--- src/rtl/srpg_pkg.sv ---
`timescale 1ns / 1ps
// Types and constants shared by the stepper ramp pulse generator.
// No dependencies; imported by every other file of the block.
package srpg_pkg;

  // Fixed-point constants
  localparam int unsigned Q16_ONE    = 65536;
  localparam int unsigned STOP_SPEED = 16384;
  localparam int unsigned PHASE_MAX  = 262143;

  // Bit-serial divider geometry: dividend up to accel << 16, divisor the tick rate
  localparam int unsigned DIV_NW = 36;
  localparam int unsigned DIV_DW = 20;
  localparam int unsigned DIV_CW = 6;

  // Configuration port address width
  localparam int unsigned APB_AW = 5;

  // Command codes of an input request
  typedef enum logic [1:0] {
    CMD_TICK       = 2'd0,
    CMD_SET_TARGET = 2'd1,
    CMD_REZERO     = 2'd2
  } cmd_e;

  // Register indexes
  typedef enum logic [2:0] {
    REG_MAX_SPEED   = 3'd0,
    REG_ACCEL       = 3'd1,
    REG_TICK_RATE   = 3'd2,
    REG_HARD_LIMIT  = 3'd3,
    REG_DIR_SETUP   = 3'd4,
    REG_STEP_HIGH   = 3'd5,
    REG_STEP_ACTIVE = 3'd6,
    REG_DIR_INV     = 3'd7
  } reg_idx_e;

  // Sequencer states
  typedef enum logic [2:0] {
    ST_IDLE,
    ST_CMD,
    ST_MUL,
    ST_DIVD,
    ST_VEL,
    ST_DIVP,
    ST_STEP,
    ST_DONE
  } state_e;

  // Configuration handed from the register file to the core
  typedef struct packed {
    logic [14:0] max_speed;
    logic [19:0] accel;
    logic [19:0] tick_rate;
    logic [22:0] hard_limit;
    logic [15:0] dir_setup;
    logic [15:0] step_high;
    logic        step_active_high;
    logic        dir_inverted;
  } srpg_cfg_t;

endpackage

--- src/rtl/srpg_div.sv ---
`timescale 1ns / 1ps
// Restoring divider that retires one quotient bit per cycle.
// Depends on srpg_pkg for its widths.
module srpg_div (
  input  logic                         clk_i,
  input  logic                         rst_ni,
  input  logic                         start_i,
  input  logic [srpg_pkg::DIV_NW-1:0]  dividend_i,
  input  logic [srpg_pkg::DIV_DW-1:0]  divisor_i,
  output logic                         done_o,
  output logic [srpg_pkg::DIV_NW-1:0]  quotient_o
);
  import srpg_pkg::*;

  logic              busy_q, busy_d, done_q, done_d;
  logic [DIV_CW-1:0] cnt_q, cnt_d;
  logic [DIV_DW-1:0] rem_q, rem_d, div_q, div_d;
  logic [DIV_NW-1:0] quo_q, quo_d;
  logic [DIV_DW:0]   trial, diff;
  logic              ge;

  // Trial subtraction of the divisor from the shifted partial remainder.
  assign trial = {rem_q, quo_q[DIV_NW-1]};
  assign diff  = trial - {1'b0, div_q};
  assign ge    = (trial >= {1'b0, div_q});

  always_comb begin
    busy_d = busy_q;
    done_d = 1'b0;
    cnt_d  = cnt_q;
    rem_d  = rem_q;
    div_d  = div_q;
    quo_d  = quo_q;
    if (start_i) begin
      busy_d = 1'b1;
      cnt_d  = '0;
      rem_d  = '0;
      div_d  = divisor_i;
      quo_d  = dividend_i;
    end else if (busy_q) begin
      rem_d = ge ? diff[DIV_DW-1:0] : trial[DIV_DW-1:0];
      quo_d = {quo_q[DIV_NW-2:0], ge};
      cnt_d = cnt_q + 1'b1;
      if (cnt_q == DIV_CW'(DIV_NW - 1)) begin
        busy_d = 1'b0;
        done_d = 1'b1;
      end
    end
  end

  // Control state is reset; the data path is not.
  always_ff @(posedge clk_i or negedge rst_ni) begin
    if (!rst_ni) begin
      busy_q <= 1'b0;
      done_q <= 1'b0;
      cnt_q  <= '0;
    end else begin
      busy_q <= busy_d;
      done_q <= done_d;
      cnt_q  <= cnt_d;
    end
  end

  always_ff @(posedge clk_i) begin
    rem_q <= rem_d;
    div_q <= div_d;
    quo_q <= quo_d;
  end

  assign done_o     = done_q;
  assign quotient_o = quo_q;

endmodule

--- src/rtl/srpg_regs.sv ---
`timescale 1ns / 1ps
// APB-style configuration register file of the stepper pulse generator.
// Depends on srpg_pkg for the register indexes and the configuration struct.
module srpg_regs (
  input  logic                         clk_i,
  input  logic                         rst_ni,
  input  logic                         psel,
  input  logic                         penable,
  input  logic                         pwrite,
  input  logic [srpg_pkg::APB_AW-1:0]  paddr,
  input  logic [31:0]                  pwdata,
  output logic [31:0]                  prdata,
  output srpg_pkg::srpg_cfg_t          cfg_o
);
  import srpg_pkg::*;

  srpg_cfg_t cfg_q, cfg_d;
  reg_idx_e  idx;
  logic      wr_en;

  assign idx   = reg_idx_e'(paddr[APB_AW-1:2]);
  assign wr_en = psel & penable & pwrite;

  // Register write decode.
  always_comb begin
    cfg_d = cfg_q;
    if (wr_en) begin
      unique case (idx)
        REG_MAX_SPEED:   cfg_d.max_speed        = pwdata[14:0];
        REG_ACCEL:       cfg_d.accel            = pwdata[19:0];
        REG_TICK_RATE:   cfg_d.tick_rate        = pwdata[19:0];
        REG_HARD_LIMIT:  cfg_d.hard_limit       = pwdata[22:0];
        REG_DIR_SETUP:   cfg_d.dir_setup        = pwdata[15:0];
        REG_STEP_HIGH:   cfg_d.step_high        = pwdata[15:0];
        REG_STEP_ACTIVE: cfg_d.step_active_high = pwdata[0];
        REG_DIR_INV:     cfg_d.dir_inverted     = pwdata[0];
      endcase
    end
  end

  // Read-back multiplexer.
  always_comb begin
    unique case (idx)
      REG_MAX_SPEED:   prdata = {17'd0, cfg_q.max_speed};
      REG_ACCEL:       prdata = {12'd0, cfg_q.accel};
      REG_TICK_RATE:   prdata = {12'd0, cfg_q.tick_rate};
      REG_HARD_LIMIT:  prdata = {9'd0, cfg_q.hard_limit};
      REG_DIR_SETUP:   prdata = {16'd0, cfg_q.dir_setup};
      REG_STEP_HIGH:   prdata = {16'd0, cfg_q.step_high};
      REG_STEP_ACTIVE: prdata = {31'd0, cfg_q.step_active_high};
      REG_DIR_INV:     prdata = {31'd0, cfg_q.dir_inverted};
    endcase
  end

  always_ff @(posedge clk_i or negedge rst_ni) begin
    if (!rst_ni) begin
      cfg_q.max_speed        <= 15'd2000;
      cfg_q.accel            <= 20'd10000;
      cfg_q.tick_rate        <= 20'd20000;
      cfg_q.hard_limit       <= 23'd8000;
      cfg_q.dir_setup        <= 16'd2;
      cfg_q.step_high        <= 16'd1;
      cfg_q.step_active_high <= 1'b1;
      cfg_q.dir_inverted     <= 1'b0;
    end else begin
      cfg_q <= cfg_d;
    end
  end

  assign cfg_o = cfg_q;

endmodule

--- src/rtl/stepper_ramp_pulse_generator.sv ---
`timescale 1ns / 1ps
// Stepper ramp pulse generator: trapezoidal velocity profile with STEP/DIR output.
// Set-target, rezero and short ticks go from the command state straight to the result
// state; a full motion tick first takes a pass through the shared bit-serial divider for
// the velocity step and, while the motor moves, a second pass for the phase step.
// One request is processed at a time; the next is taken while a result waits.
// Reset is asynchronous and active low; it restores every control and motion state register.
module stepper_ramp_pulse_generator #(
  parameter int unsigned POSITION_WIDTH = 24
) (
  input  logic                              clk_i,
  input  logic                              rst_ni,
  input  logic                              psel,
  input  logic                              penable,
  input  logic                              pwrite,
  input  logic [srpg_pkg::APB_AW-1:0]       paddr,
  input  logic [31:0]                       pwdata,
  output logic [31:0]                       prdata,
  output logic                              pready,
  input  logic                              in_valid_i,
  output logic                              in_ready_o,
  input  logic [1:0]                        cmd_i,
  input  logic signed [POSITION_WIDTH-1:0]  target_position_i,
  output logic                              out_valid_o,
  input  logic                              out_ready_i,
  output logic                              step_level_o,
  output logic                              dir_level_o,
  output logic signed [POSITION_WIDTH-1:0]  position_steps_o,
  output logic signed [31:0]                velocity_fixed_o,
  output logic                              fault_flag_o,
  output logic                              zero_accepted_o
);
  import srpg_pkg::*;

  localparam int unsigned PW   = POSITION_WIDTH;
  localparam int unsigned CW   = (PW + 2 > 25) ? PW + 2 : 25;
  localparam int unsigned PRW  = PW + 21;
  localparam int unsigned CMPW = ((PRW > 32) ? PRW : 32) + 1;

  srpg_cfg_t cfg;

  // Configuration registers
  srpg_regs u_regs (
    .clk_i   (clk_i),
    .rst_ni  (rst_ni),
    .psel    (psel),
    .penable (penable),
    .pwrite  (pwrite),
    .paddr   (paddr),
    .pwdata  (pwdata),
    .prdata  (prdata),
    .cfg_o   (cfg)
  );
  assign pready = 1'b1;

  // Shared divider
  logic              div_start, div_done;
  logic [DIV_NW-1:0] div_dividend, div_quo;
  logic [DIV_DW-1:0] hz_eff;

  srpg_div u_div (
    .clk_i      (clk_i),
    .rst_ni     (rst_ni),
    .start_i    (div_start),
    .dividend_i (div_dividend),
    .divisor_i  (hz_eff),
    .done_o     (div_done),
    .quotient_o (div_quo)
  );

  state_e          state_q, state_d;
  cmd_e            cmd_q, cmd_d;
  logic [PW-1:0]   tgt_q, tgt_d;
  logic [PW-1:0]   goal_q, goal_d, pos_q, pos_d;
  logic [31:0]     vel_q, vel_d;
  logic [17:0]     phase_q, phase_d;
  logic            heading_neg_q, heading_neg_d;
  logic [15:0]     setup_q, setup_d, pulse_q, pulse_d;
  logic            fault_q, fault_d, step_pin_q, step_pin_d, dir_pin_q, dir_pin_d;
  logic            want_nz_q, want_nz_d, want_neg_q, want_neg_d, zero_ok_q, zero_ok_d;
  logic [31:0]     spd2_q, spd2_d;
  logic [PRW-1:0]  prod_q, prod_d;
  logic            out_valid_q, out_valid_d, out_load;
  logic            o_step_q, o_dir_q, o_fault_q, o_zero_q;
  logic [PW-1:0]   o_pos_q;
  logic [31:0]     o_vel_q;

  // Effective divisors and magnitudes
  logic [19:0]     acc_eff;
  logic [15:0]     step_len;
  logic [31:0]     vel_abs;
  logic [15:0]     spd;
  logic [CW-1:0]   pos_ext, goal_ext, err, err_abs, pos_abs, np, np_abs, limit_ext;
  logic            err_neg, err_nz, pos_over, np_over;
  logic [PW-1:0]   errm1;

  assign hz_eff    = (cfg.tick_rate == '0) ? 20'd1 : cfg.tick_rate;
  assign acc_eff   = (cfg.accel == '0) ? 20'd1 : cfg.accel;
  assign step_len  = (cfg.step_high == '0) ? 16'd1 : cfg.step_high;
  assign vel_abs   = vel_q[31] ? (32'd0 - vel_q) : vel_q;
  assign spd       = vel_abs[31:16];
  assign pos_ext   = {{(CW-PW){pos_q[PW-1]}}, pos_q};
  assign goal_ext  = {{(CW-PW){goal_q[PW-1]}}, goal_q};
  assign limit_ext = {{(CW-23){1'b0}}, cfg.hard_limit};
  assign err       = goal_ext - pos_ext;
  assign err_neg   = err[CW-1];
  assign err_nz    = |err;
  assign err_abs   = err_neg ? (CW'(0) - err) : err;
  assign errm1     = PW'(err_abs - CW'(1));
  assign pos_abs   = pos_ext[CW-1] ? (CW'(0) - pos_ext) : pos_ext;
  assign pos_over  = pos_abs > limit_ext;
  assign np        = pos_ext + {{(CW-1){vel_q[31]}}, 1'b1};
  assign np_abs    = np[CW-1] ? (CW'(0) - np) : np;
  assign np_over   = np_abs > limit_ext;

  // Velocity update toward the requested speed, limited by the per-tick delta.
  logic               stop_hit;
  logic signed [37:0] cur38, des38, delta38, diff38, nxt38;
  logic [31:0]        nxt32, vel_next, vel_next_abs;

  assign stop_hit = (vel_q != '0) && (vel_q[31] == want_neg_q) &&
                    ({{(CMPW-32){1'b0}}, spd2_q} > {{(CMPW-PRW){1'b0}}, prod_q});

  always_comb begin
    cur38   = {{6{vel_q[31]}}, vel_q};
    delta38 = {2'b00, div_quo};
    if (!want_nz_q || stop_hit) begin
      des38 = '0;
    end else if (want_neg_q) begin
      des38 = 38'sd0 - $signed({7'd0, cfg.max_speed, 16'd0});
    end else begin
      des38 = $signed({7'd0, cfg.max_speed, 16'd0});
    end
    diff38 = '0;
    nxt38  = cur38;
    if (cur38 < des38) begin
      diff38 = des38 - cur38;
      nxt38  = (diff38 > delta38) ? cur38 + delta38 : des38;
    end else if (cur38 > des38) begin
      diff38 = cur38 - des38;
      nxt38  = (diff38 > delta38) ? cur38 - delta38 : des38;
    end
    nxt32 = nxt38[31:0];
    // A reversal always passes through a tick of zero velocity.
    if ((vel_q != '0) && (nxt32 != '0) && (vel_q[31] != nxt32[31])) begin
      vel_next = '0;
    end else begin
      vel_next = nxt32;
    end
    vel_next_abs = vel_next[31] ? (32'd0 - vel_next) : vel_next;
  end

  // Phase accumulation with saturation.
  logic [36:0] psum;
  logic [17:0] psat;
  assign psum = {19'd0, phase_q} + {1'b0, div_quo};
  assign psat = (psum > 37'(PHASE_MAX)) ? 18'(PHASE_MAX) : psum[17:0];

  assign out_load = (state_q == ST_DONE) && (!out_valid_q || out_ready_i);

  // Next state.
  always_comb begin
    state_d = state_q;
    unique case (state_q)
      ST_IDLE: if (in_valid_i) state_d = ST_CMD;
      ST_CMD: begin
        if (cmd_q == CMD_TICK && pulse_q == '0 && !fault_q && !pos_over) begin
          state_d = ST_MUL;
        end else begin
          state_d = ST_DONE;
        end
      end
      ST_MUL:  state_d = ST_DIVD;
      ST_DIVD: if (div_done) state_d = ST_VEL;
      ST_VEL:  state_d = (vel_next != '0 && want_nz_q) ? ST_DIVP : ST_DONE;
      ST_DIVP: if (div_done) state_d = ST_STEP;
      ST_STEP: state_d = ST_DONE;
      ST_DONE: if (out_load) state_d = ST_IDLE;
      default: state_d = ST_IDLE;
    endcase
  end

  // Data path updates per state.
  always_comb begin
    cmd_d         = cmd_q;
    tgt_d         = tgt_q;
    goal_d        = goal_q;
    pos_d         = pos_q;
    vel_d         = vel_q;
    phase_d       = phase_q;
    heading_neg_d = heading_neg_q;
    setup_d       = setup_q;
    pulse_d       = pulse_q;
    fault_d       = fault_q;
    step_pin_d    = step_pin_q;
    dir_pin_d     = dir_pin_q;
    want_nz_d     = want_nz_q;
    want_neg_d    = want_neg_q;
    zero_ok_d     = zero_ok_q;
    spd2_d        = spd2_q;
    prod_d        = prod_q;
    div_start     = 1'b0;
    div_dividend  = {acc_eff, 16'd0};
    unique case (state_q)
      ST_IDLE: begin
        if (in_valid_i) begin
          cmd_d     = cmd_e'(cmd_i);
          tgt_d     = target_position_i;
          zero_ok_d = 1'b0;
        end
      end
      ST_CMD: begin
        want_nz_d  = err_nz;
        want_neg_d = err_neg;
        spd2_d     = {16'd0, spd} * {16'd0, spd};
        unique case (cmd_q)
          CMD_TICK: begin
            if (pulse_q != '0) begin
              // Pulse in progress: only count it down, and drop the step pin when it ends.
              pulse_d = pulse_q - 16'd1;
              if (pulse_q == 16'd1) step_pin_d = ~cfg.step_active_high;
            end else if (fault_q) begin
              vel_d   = '0;
              phase_d = '0;
            end else if (pos_over) begin
              fault_d    = 1'b1;
              goal_d     = pos_q;
              vel_d      = '0;
              phase_d    = '0;
              step_pin_d = ~cfg.step_active_high;
              pulse_d    = '0;
            end else begin
              div_start = 1'b1;
            end
          end
          CMD_SET_TARGET: goal_d = tgt_q;
          CMD_REZERO: begin
            if (vel_abs < 32'(STOP_SPEED)) begin
              pos_d     = '0;
              goal_d    = '0;
              vel_d     = '0;
              phase_d   = '0;
              fault_d   = 1'b0;
              zero_ok_d = 1'b1;
            end
          end
          default: ;
        endcase
      end
      ST_MUL: begin
        prod_d = {{21{1'b0}}, errm1} * {{PW{1'b0}}, acc_eff, 1'b0};
      end
      ST_DIVD: ;
      ST_VEL: begin
        vel_d = vel_next;
        if (vel_next == '0 || !want_nz_q) begin
          phase_d = '0;
        end else begin
          div_start    = 1'b1;
          div_dividend = {4'd0, vel_next_abs};
        end
      end
      ST_DIVP: ;
      ST_STEP: begin
        phase_d = psat;
        if (psat[17:16] == 2'b00) begin
          // Less than one whole step accumulated.
        end else if (heading_neg_q != vel_q[31]) begin
          heading_neg_d = vel_q[31];
          dir_pin_d     = ~(vel_q[31] ^ cfg.dir_inverted);
          setup_d       = cfg.dir_setup;
        end else if (setup_q != '0) begin
          setup_d = setup_q - 16'd1;
        end else if (np_over) begin
          fault_d    = 1'b1;
          goal_d     = pos_q;
          vel_d      = '0;
          phase_d    = '0;
          step_pin_d = ~cfg.step_active_high;
          pulse_d    = '0;
        end else begin
          step_pin_d = cfg.step_active_high;
          pulse_d    = step_len;
          pos_d      = np[PW-1:0];
          phase_d    = psat - 18'(Q16_ONE);
        end
      end
      ST_DONE: ;
      default: ;
    endcase
  end

  assign out_valid_d = out_load | (out_valid_q & ~out_ready_i);

  always_ff @(posedge clk_i or negedge rst_ni) begin
    if (!rst_ni) begin
      state_q       <= ST_IDLE;
      goal_q        <= '0;
      pos_q         <= '0;
      vel_q         <= '0;
      phase_q       <= '0;
      heading_neg_q <= 1'b0;
      setup_q       <= '0;
      pulse_q       <= '0;
      fault_q       <= 1'b0;
      step_pin_q    <= 1'b0;
      dir_pin_q     <= 1'b1;
      out_valid_q   <= 1'b0;
    end else begin
      state_q       <= state_d;
      goal_q        <= goal_d;
      pos_q         <= pos_d;
      vel_q         <= vel_d;
      phase_q       <= phase_d;
      heading_neg_q <= heading_neg_d;
      setup_q       <= setup_d;
      pulse_q       <= pulse_d;
      fault_q       <= fault_d;
      step_pin_q    <= step_pin_d;
      dir_pin_q     <= dir_pin_d;
      out_valid_q   <= out_valid_d;
    end
  end

  // Working and result registers.
  always_ff @(posedge clk_i) begin
    cmd_q      <= cmd_d;
    tgt_q      <= tgt_d;
    want_nz_q  <= want_nz_d;
    want_neg_q <= want_neg_d;
    zero_ok_q  <= zero_ok_d;
    spd2_q     <= spd2_d;
    prod_q     <= prod_d;
    if (out_load) begin
      o_step_q  <= step_pin_q;
      o_dir_q   <= dir_pin_q;
      o_pos_q   <= pos_q;
      o_vel_q   <= vel_q;
      o_fault_q <= fault_q;
      o_zero_q  <= zero_ok_q;
    end
  end

  assign in_ready_o       = (state_q == ST_IDLE);
  assign out_valid_o      = out_valid_q;
  assign step_level_o     = o_step_q;
  assign dir_level_o      = o_dir_q;
  assign position_steps_o = o_pos_q;
  assign velocity_fixed_o = o_vel_q;
  assign fault_flag_o     = o_fault_q;
  assign zero_accepted_o  = o_zero_q;

endmodule

--- config.mk ---
export PLATFORM = sky130hd
export DESIGN_NAME = stepper_ramp_pulse_generator
export DESIGN_NICKNAME = d
export VERILOG_FILES = /design/src/rtl/srpg_pkg.sv /design/src/rtl/srpg_div.sv /design/src/rtl/srpg_regs.sv /design/src/rtl/stepper_ramp_pulse_generator.sv
export SDC_FILE = /design/constraint.sdc
export NUM_CORES = 2
export LEC_CHECK = 0
export BUFFER_PORTS_ARGS = -buffer_cell sky130_fd_sc_hd__buf_4
export CORE_MARGIN = 3
export CORE_UTILIZATION = 45
export DETAILED_ROUTE_END_ITERATION = 10
export GPL_TIMING_DRIVEN = 0
export PLACE_DENSITY = 0.64
export SKIP_CTS_REPAIR_TIMING = 1
export SYNTH_ARGS = -nofsm -noshare
export SYNTH_HDL_FRONTEND = slang
export SYNTH_SLANG_ARGS = --single-unit
export TNS_END_PERCENT = 1
--- constraint.sdc ---
create_clock -name clk_i -period 16.1 [get_ports clk_i]
set_input_delay 1.61 -clock clk_i [delete_from_list [all_inputs] [get_ports clk_i]]
set_output_delay 1.61 -clock clk_i [all_outputs]
set_load 0.05 [all_outputs]
Yosys cells after proc, flatten, opt, wreduce, memory -nomap -nowiden
Cells that the tools add are included.

Register bits: 499. Output and inout port bits: 95. Logic and storage cells: 293. Bits of input ports: 70.

Equal/unequal tests: 44. Bitwise operators: 9. Muxes and demuxes: 114. Multipliers: 2. Reduce and logical (&&, ||, !) cells: 56. Magnitude comparators: 10. Add/subtract/negate cells: 19.

Operators by type and width (number): 32-bit two-way mux (15); 24-bit two-way mux (14); 32-bit one-hot mux with 8 select lines (1); 18-bit two-way mux (10); 16-bit two-way mux (11); 36-bit two-way mux (4); 24-bit one-hot mux with 2 select lines (2); 32-bit one-hot mux with 3 select lines (1); 32-bit nonzero test (3); 38-bit by 37-bit greater-than comparator with 1-bit output (2); 38-bit two-way mux (2); 24-bit one-hot mux with 3 select lines (1); 32-bit one-hot mux with 2 select lines (1); 1-bit by 32-bit subtractor with 32-bit output (first input constant) (2); 18-bit one-hot mux with 3 select lines (1); 26-bit by 23-bit greater-than comparator with 1-bit output (2); 26-bit two-way mux (2); 32-bit by 45-bit greater-than comparator with 1-bit output (1); 24-bit by 20-bit multiplier with 44-bit output (1); 20-bit zero test (2); 20-bit two-way mux (2); 32-bit by 38-bit greater-than comparator with 1-bit output (1); 32-bit by 38-bit < comparator with 1-bit output (1); 32-bit by 38-bit subtractor with 38-bit output (1); other kinds (64) (171).

Logic depth before layout (Yosys ltp)
Word-level depth: 19. Depth in mapped cells: 52. Depth with buffers taken out: 48.

Cells and area by module
From an unflattened synthesis, not the netlist that was laid out.

Cells, all modules: 6882. Area, all modules: 61590.3 µm².

Modules (own cells, without submodules): stepper_ramp_pulse_generator (cells an instance 6070, area an instance 51807.2 µm², times used 1, seq. area each 8379.3 µm²); srpg_regs (cells an instance 408, area an instance 5322.6 µm², times used 1, seq. area each 2834.0 µm²); srpg_div (cells an instance 404, area an instance 4460.5 µm², times used 1, seq. area each 2282.2 µm²).

Worst setup path after synthesis
Ideal clock, no wire load.

Kind: register to register. From: register pos_q[0]. To: register prod_q[44] (data pin). Setup slack: 4.500 ns. Library setup time: 0.262 ns. Arrival time: 11.338 ns. Buffers on the path: 4. Period minus slack after synthesis: 11.600 ns. Cell stages (with the launch flop): 48. Path through: dfrtp_1 -> ha_1 -> inv_1 -> fa_1 -> a21o_1 -> a21oi_1 -> o21a_1 -> o31ai_1 -> a21oi_1 -> o311ai_0 -> and2_1 -> buf_2 -> inv_1 -> clkbuf_1 -> buf_1 -> a21oi_1 -> ha_1 -> nand2_1 -> [... 12 more ...] -> inv_1 -> fa_1 -> inv_1 -> fa_1 -> fa_1 -> ha_1 -> a21o_1 -> or3_1 -> a211o_1 -> a311o_1 -> a41oi_1 -> a31oi_1 -> a41o_1 -> o41ai_1 -> nor3_1 -> nand2b_1 -> a21oi_1 -> xor2_1.

RTL lines: start, declared (line stepper_ramp_pulse_generator.sv:74) `logic [PW-1:0] goal_q, goal_d, pos_q, pos_d;`; start signal, assigned (line stepper_ramp_pulse_generator.sv:312) `pos_q <= pos_d;`; 24-bit by 24-bit subtractor with 25-bit output (line stepper_ramp_pulse_generator.sv:105) `assign err = goal_ext - pos_ext;`; named net err[24] (line stepper_ramp_pulse_generator.sv:93) `logic [CW-1:0] pos_ext, goal_ext, err, err_abs, pos_abs, np, np_abs, limit_ext;`; 24-bit two-way mux (line stepper_ramp_pulse_generator.sv:108) `assign err_abs = err_neg ? (CW'(0) - err) : err;`; 24-bit by 1-bit subtractor with 24-bit output (line stepper_ramp_pulse_generator.sv:109) `assign errm1 = PW'(err_abs - CW'(1));`; 24-bit by 20-bit multiplier with 44-bit output (line stepper_ramp_pulse_generator.sv:251) `prod_d = {{21{1'b0}}, errm1} * {{PW{1'b0}}, acc_eff, 1'b0};`; end signal, assigned (line stepper_ramp_pulse_generator.sv:333) `prod_q <= prod_d;`; end, declared (line stepper_ramp_pulse_generator.sv:82) `logic [PRW-1:0] prod_q, prod_d;`.

The timed path passes the listed nets, and every way through them passes these cells. A chain may end at the register's enable or synchronous reset.

Worst setup path in the final report
From: register vel_q[31]. To: register u_div.quo_q[11] (netlist: u_div.quotient_o[11]), enable pin.

Word-level cells in the longest chain between the ends: 19.

RTL lines: start, declared (line stepper_ramp_pulse_generator.sv:75) `logic [31:0] vel_q, vel_d;`; start signal, assigned (line stepper_ramp_pulse_generator.sv:313) `vel_q <= vel_d;`; 32-bit nonzero test / 1-bit == test (equally long branches) (line stepper_ramp_pulse_generator.sv:121, stepper_ramp_pulse_generator.sv:145); 1-bit logical AND (2 in a row) (line stepper_ramp_pulse_generator.sv:121) `assign stop_hit = (vel_q != '0) && (vel_q[31] == want_neg_q) &&`; 1-bit logical OR (line stepper_ramp_pulse_generator.sv:127) `if (!want_nz_q || stop_hit) begin`; 38-bit two-way mux (line stepper_ramp_pulse_generator.sv:127); 32-bit by 38-bit subtractor with 38-bit output (line stepper_ramp_pulse_generator.sv:140) `diff38 = cur38 - des38;`; 38-bit by 37-bit greater-than comparator with 1-bit output (line stepper_ramp_pulse_generator.sv:141) `nxt38 = (diff38 > delta38) ? cur38 - delta38 : des38;`; 32-bit two-way mux (line stepper_ramp_pulse_generator.sv:141); 32-bit two-way mux (line stepper_ramp_pulse_generator.sv:139) `end else if (cur38 > des38) begin`; 32-bit two-way mux (line stepper_ramp_pulse_generator.sv:136) `if (cur38 < des38) begin`; 32-bit nonzero test (line stepper_ramp_pulse_generator.sv:145) `if ((vel_q != '0) && (nxt32 != '0) && (vel_q[31] != nxt32[31])) begin`; 1-bit logical AND (2 in a row) (line stepper_ramp_pulse_generator.sv:145); 32-bit two-way mux * (line stepper_ramp_pulse_generator.sv:145); 32-bit zero test * (line stepper_ramp_pulse_generator.sv:256) `if (vel_next == '0 || !want_nz_q) begin`; 1-bit logical OR * (line stepper_ramp_pulse_generator.sv:256); 1-bit two-way mux * (line stepper_ramp_pulse_generator.sv:256); 1-bit one-hot mux with 2 select lines * (line stepper_ramp_pulse_generator.sv:204) `unique case (state_q)`; 2-bit nonzero test (no line) *; end signal, assigned (line srpg_div.sv:67) `quo_q <= quo_d;`; end, declared (line srpg_div.sv:18) `logic [DIV_NW-1:0] quo_q, quo_d;`.

Mark *: on every way between the ends. The rest lies on a longest branch, timed or not.

==> reports/results.tsv <==
stage	metric	value	unit
global_routing	grt_max_degree	94	
drt	wl	195000	um
clocking	numCtsBuffers	66	
global_routing	antenna_found_initial	3	
yosys	yosysWarnings	0	
layout	drive_above_1_share	8.06	%
yosys	yosysTopAreaCell	fa_1	
placement	place_inst	8660	
clocking	cts_sinks	498	
clocking	clock_path_buffers	3	
setup_path	crit_type	reg2reg	
die	die_y	372	um
layout	fin_util	50.1	%
yosys	synth_edf_count	220	
die	core_area	132000	um2
die	rows	133	
die	die_w	372	um
setup_path	cp.required	16.40	ns
yosys	synthesis.area	60400	um2
drt	drt_iter0_drc	4461	
drt	routedWlPerCell	22.3	um
sta	timing.final.ws_setup	0.537	ns
setup_path	arrival	15.86	ns
setup_path	crit_top_cell	o21a_1	
die	io-pin-count	165	
min_path	hp-class	reg2reg	
sta	drv_slew	0	
drt	dr.pass1.iters	6	
setup_path	crit_path_end_kind	flip-flop	
placement	portBuffers	140	
setup_path	start_kind	flip-flop	
yosys	synth_cells	6734	
placement	place_ws	0.349	ns
sta	fin_skew	0.0865	ns
placement	place_congestion	0.974	
drt	drc	0	
yosys	seq_area_frac_synth	22.3	%
drt	antenna_left	0	
sta	fin_crit	15.56	ns
sta	slew_headroom	5.63	%
clocking	cts-root-buf	clkbuf_16	
sta	final-hold-violation-count	0	
layout	seq_area	13500	um2
layout	final_cells	8782	
global_routing	grt_use_total	28.3	%
layout	fill_cells	12500	
clocking	clk_pin_slew_worst_paths	0.07	ns
sta	rsz0062_at_grt	false	
clocking	cts_tree	yes	
yosys	synth.area.top_cells	fa_1, ha_1, edfxtp_1	
setup_path	slowest_delay	0.92	ns
flow_run	drv_cap	0	
layout	area_growth	9.77	%
run_status	status	complete, no violations	
global_routing	first_global_vias	50400	
drt	vias	50600	
sta	fmax	64.3	MHz
global_routing	gr-total-overflow	0	
yosys	synth_seq_cells	498	
drt	viasPerCell	5.76	
setup_path	crit_fanout	36	
global_routing	grt_pass1_wl	301000	um
setup_path	crit_slowest_cell	nor4_1	
sta	fin_crit_sh	96.7	%
yosys	synthFlopType	dfrtp_1	
sta	setup-violations-final	0	
die	initial_utilization	45.7	%
layout	multiInputGateArea	42400	um2
sta	whs	0.427	ns
placement	dp_hpwl	158000	um
layout	layout.cells.most_common	inv_1	
layout	fin_nets	8191	
clocking	h-tree-depth	3	
yosys	avgSynthCellArea	8.97	um2
die	die_area	139000	um2
yosys	async_flop_share	51.8	%
clocking	insertion_delay	0.70	ns
yosys	synth_top_area_share	18.6	%
yosys	yosysUniqueCellTypes	123	
sta	tightest_slew	1.41	ns
layout	most-common-layout-cells	inv_1, nand2_1, ha_1, fa_1, nor2_1	
cell families (layout without fill, tap and decap cells):
group / after synthesis / in the layout / synth area share [%]
AO/OA/AOI/OAI: 1259 / 1259 / 13.9
XOR/XNOR: 329 / 329 / 4.77
adder cells (fa/ha/maj): 1148 / 1148 / 30.8
buffers and inverters: 1202 / 1475 / 7.71
flip-flops: 498 / 498 / 22.3
multiplexers: 226 / 226 / 4.04
other: 2 / 22 / 0.0124
AND/OR/NAND/NOR: 2070 / 2070 / 16.5
worst max-delay path, delay by kind of cell (launching register included):
family / cells / cell delay (ns)
DFF: 1 / 0.74
AOI/OAI and AO/OA: 16 / 5.14
adders and majority gates: 3 / 1.09
buffers and inverters: 3 / 0.90
xor gates and xnor gates: 2 / 0.82
and+or+nand+nor: 22 / 6.33
Yosys cell counts, types with 17 or more instances:
cell	instances
o21ai_1	17
and3_1	36
a21oi_1	323
a22oi_1	25
nand4_1	67
dfxtp_1	20
dfstp_2	26
clkbuf_1	282
nor3b_1	21
or3_1	40
o21bai_1	30
nand3_1	108
mux2_2	138
o21a_1	65
xnor2_1	239
o211ai_1	33
a31oi_1	51
ha_1	586
nor3_1	140
a211oi_1	53
buf_2	18
o22ai_1	25
mux2i_1	86
xor2_1	90
o31ai_1	48
o21ai_0	252
and2_1	170
nor2_1	494
nor2b_1	67
fa_1	562
dfrtp_1	232
nand2b_1	63
o41ai_1	17
inv_1	862
a21o_1	79
or4_1	17
o2bb2ai_1	42
nand2_1	699
nor4_1	52
or2_2	27
edfxtp_1	220
metrics by stage:
step / TNS (ns) / area, um2
3_5_place_dp: 0 / 64000
6_report: 0 / 66300
3_3_place_gp: -18.24 / 63700
5_1_grt: 0 / 66300
2_1_floorplan: 0 / 60500
4_1_cts: 0 / 66300
layout make-up:
class / instances / share of cell area [%]
Antenna cell: 1 / 0.00377
Multi-Input combinational cell: 5053 / 63.9
Clock inverter: 45 / 0.953
Clock buffer: 76 / 2.56
Inverter: 872 / 4.95
Buffer: 330 / 2.07
Timing Repair Buffer: 152 / 1.91
Tap cell: 1755 / 3.31
Sequential cell: 498 / 20.4
routing by layer:
layer	wire (um)	track usage [%]	part of all wire [%]	vias up
met1	85200	38.4	44	25100
met5	20	0	0.010	-
met2	89100	45.6	46	1819
li1	-	-	-	23300
met4	7960	10.6	4.1	2
met3	13100	4.31	6.7	362
sequential cells by signal (all words and copies together), names as in the netlist, 2 cells and up:
register	count
cmd_q	2
goal_q	24
phase_q	18
pos_q	24
position_steps_o	24
prod_q	44
pulse_q	16
setup_q	16
spd2_q	31
state_q	3
tgt_q	24
u_div.cnt_q	6
u_div.div_q	20
u_div.quotient_o	36
u_div.rem_q	20
u_regs.cfg_o	112
vel_q	32
velocity_fixed_o	32
path summary, 6_finish.rpt:
kind                                       start                             end  slack, ns  cells after the start
setup / recovery           vel_q[31]$_DFFE_PN0P_  u_div.quotient_o[11]$_DFFE_PP_       0.54                     46
hold / removal               zero_ok_q$_DFFE_PP_       zero_accepted_o$_DFFE_PP_       0.43                      0
setup reg to reg           vel_q[31]$_DFFE_PN0P_  u_div.quotient_o[11]$_DFFE_PP_       0.54                     46
hold reg to reg              zero_ok_q$_DFFE_PP_       zero_accepted_o$_DFFE_PP_       0.43                      0
max in group asynchronous                 rst_ni          goal_q[12]$_DFFE_PN0P_      14.08                      3
min in group asynchronous                 rst_ni           vel_q[10]$_DFFE_PN0P_       0.77                      1
Power is not shown: default switching activity piles up to over one toggle a cycle in this logic, so the estimate is an artifact.
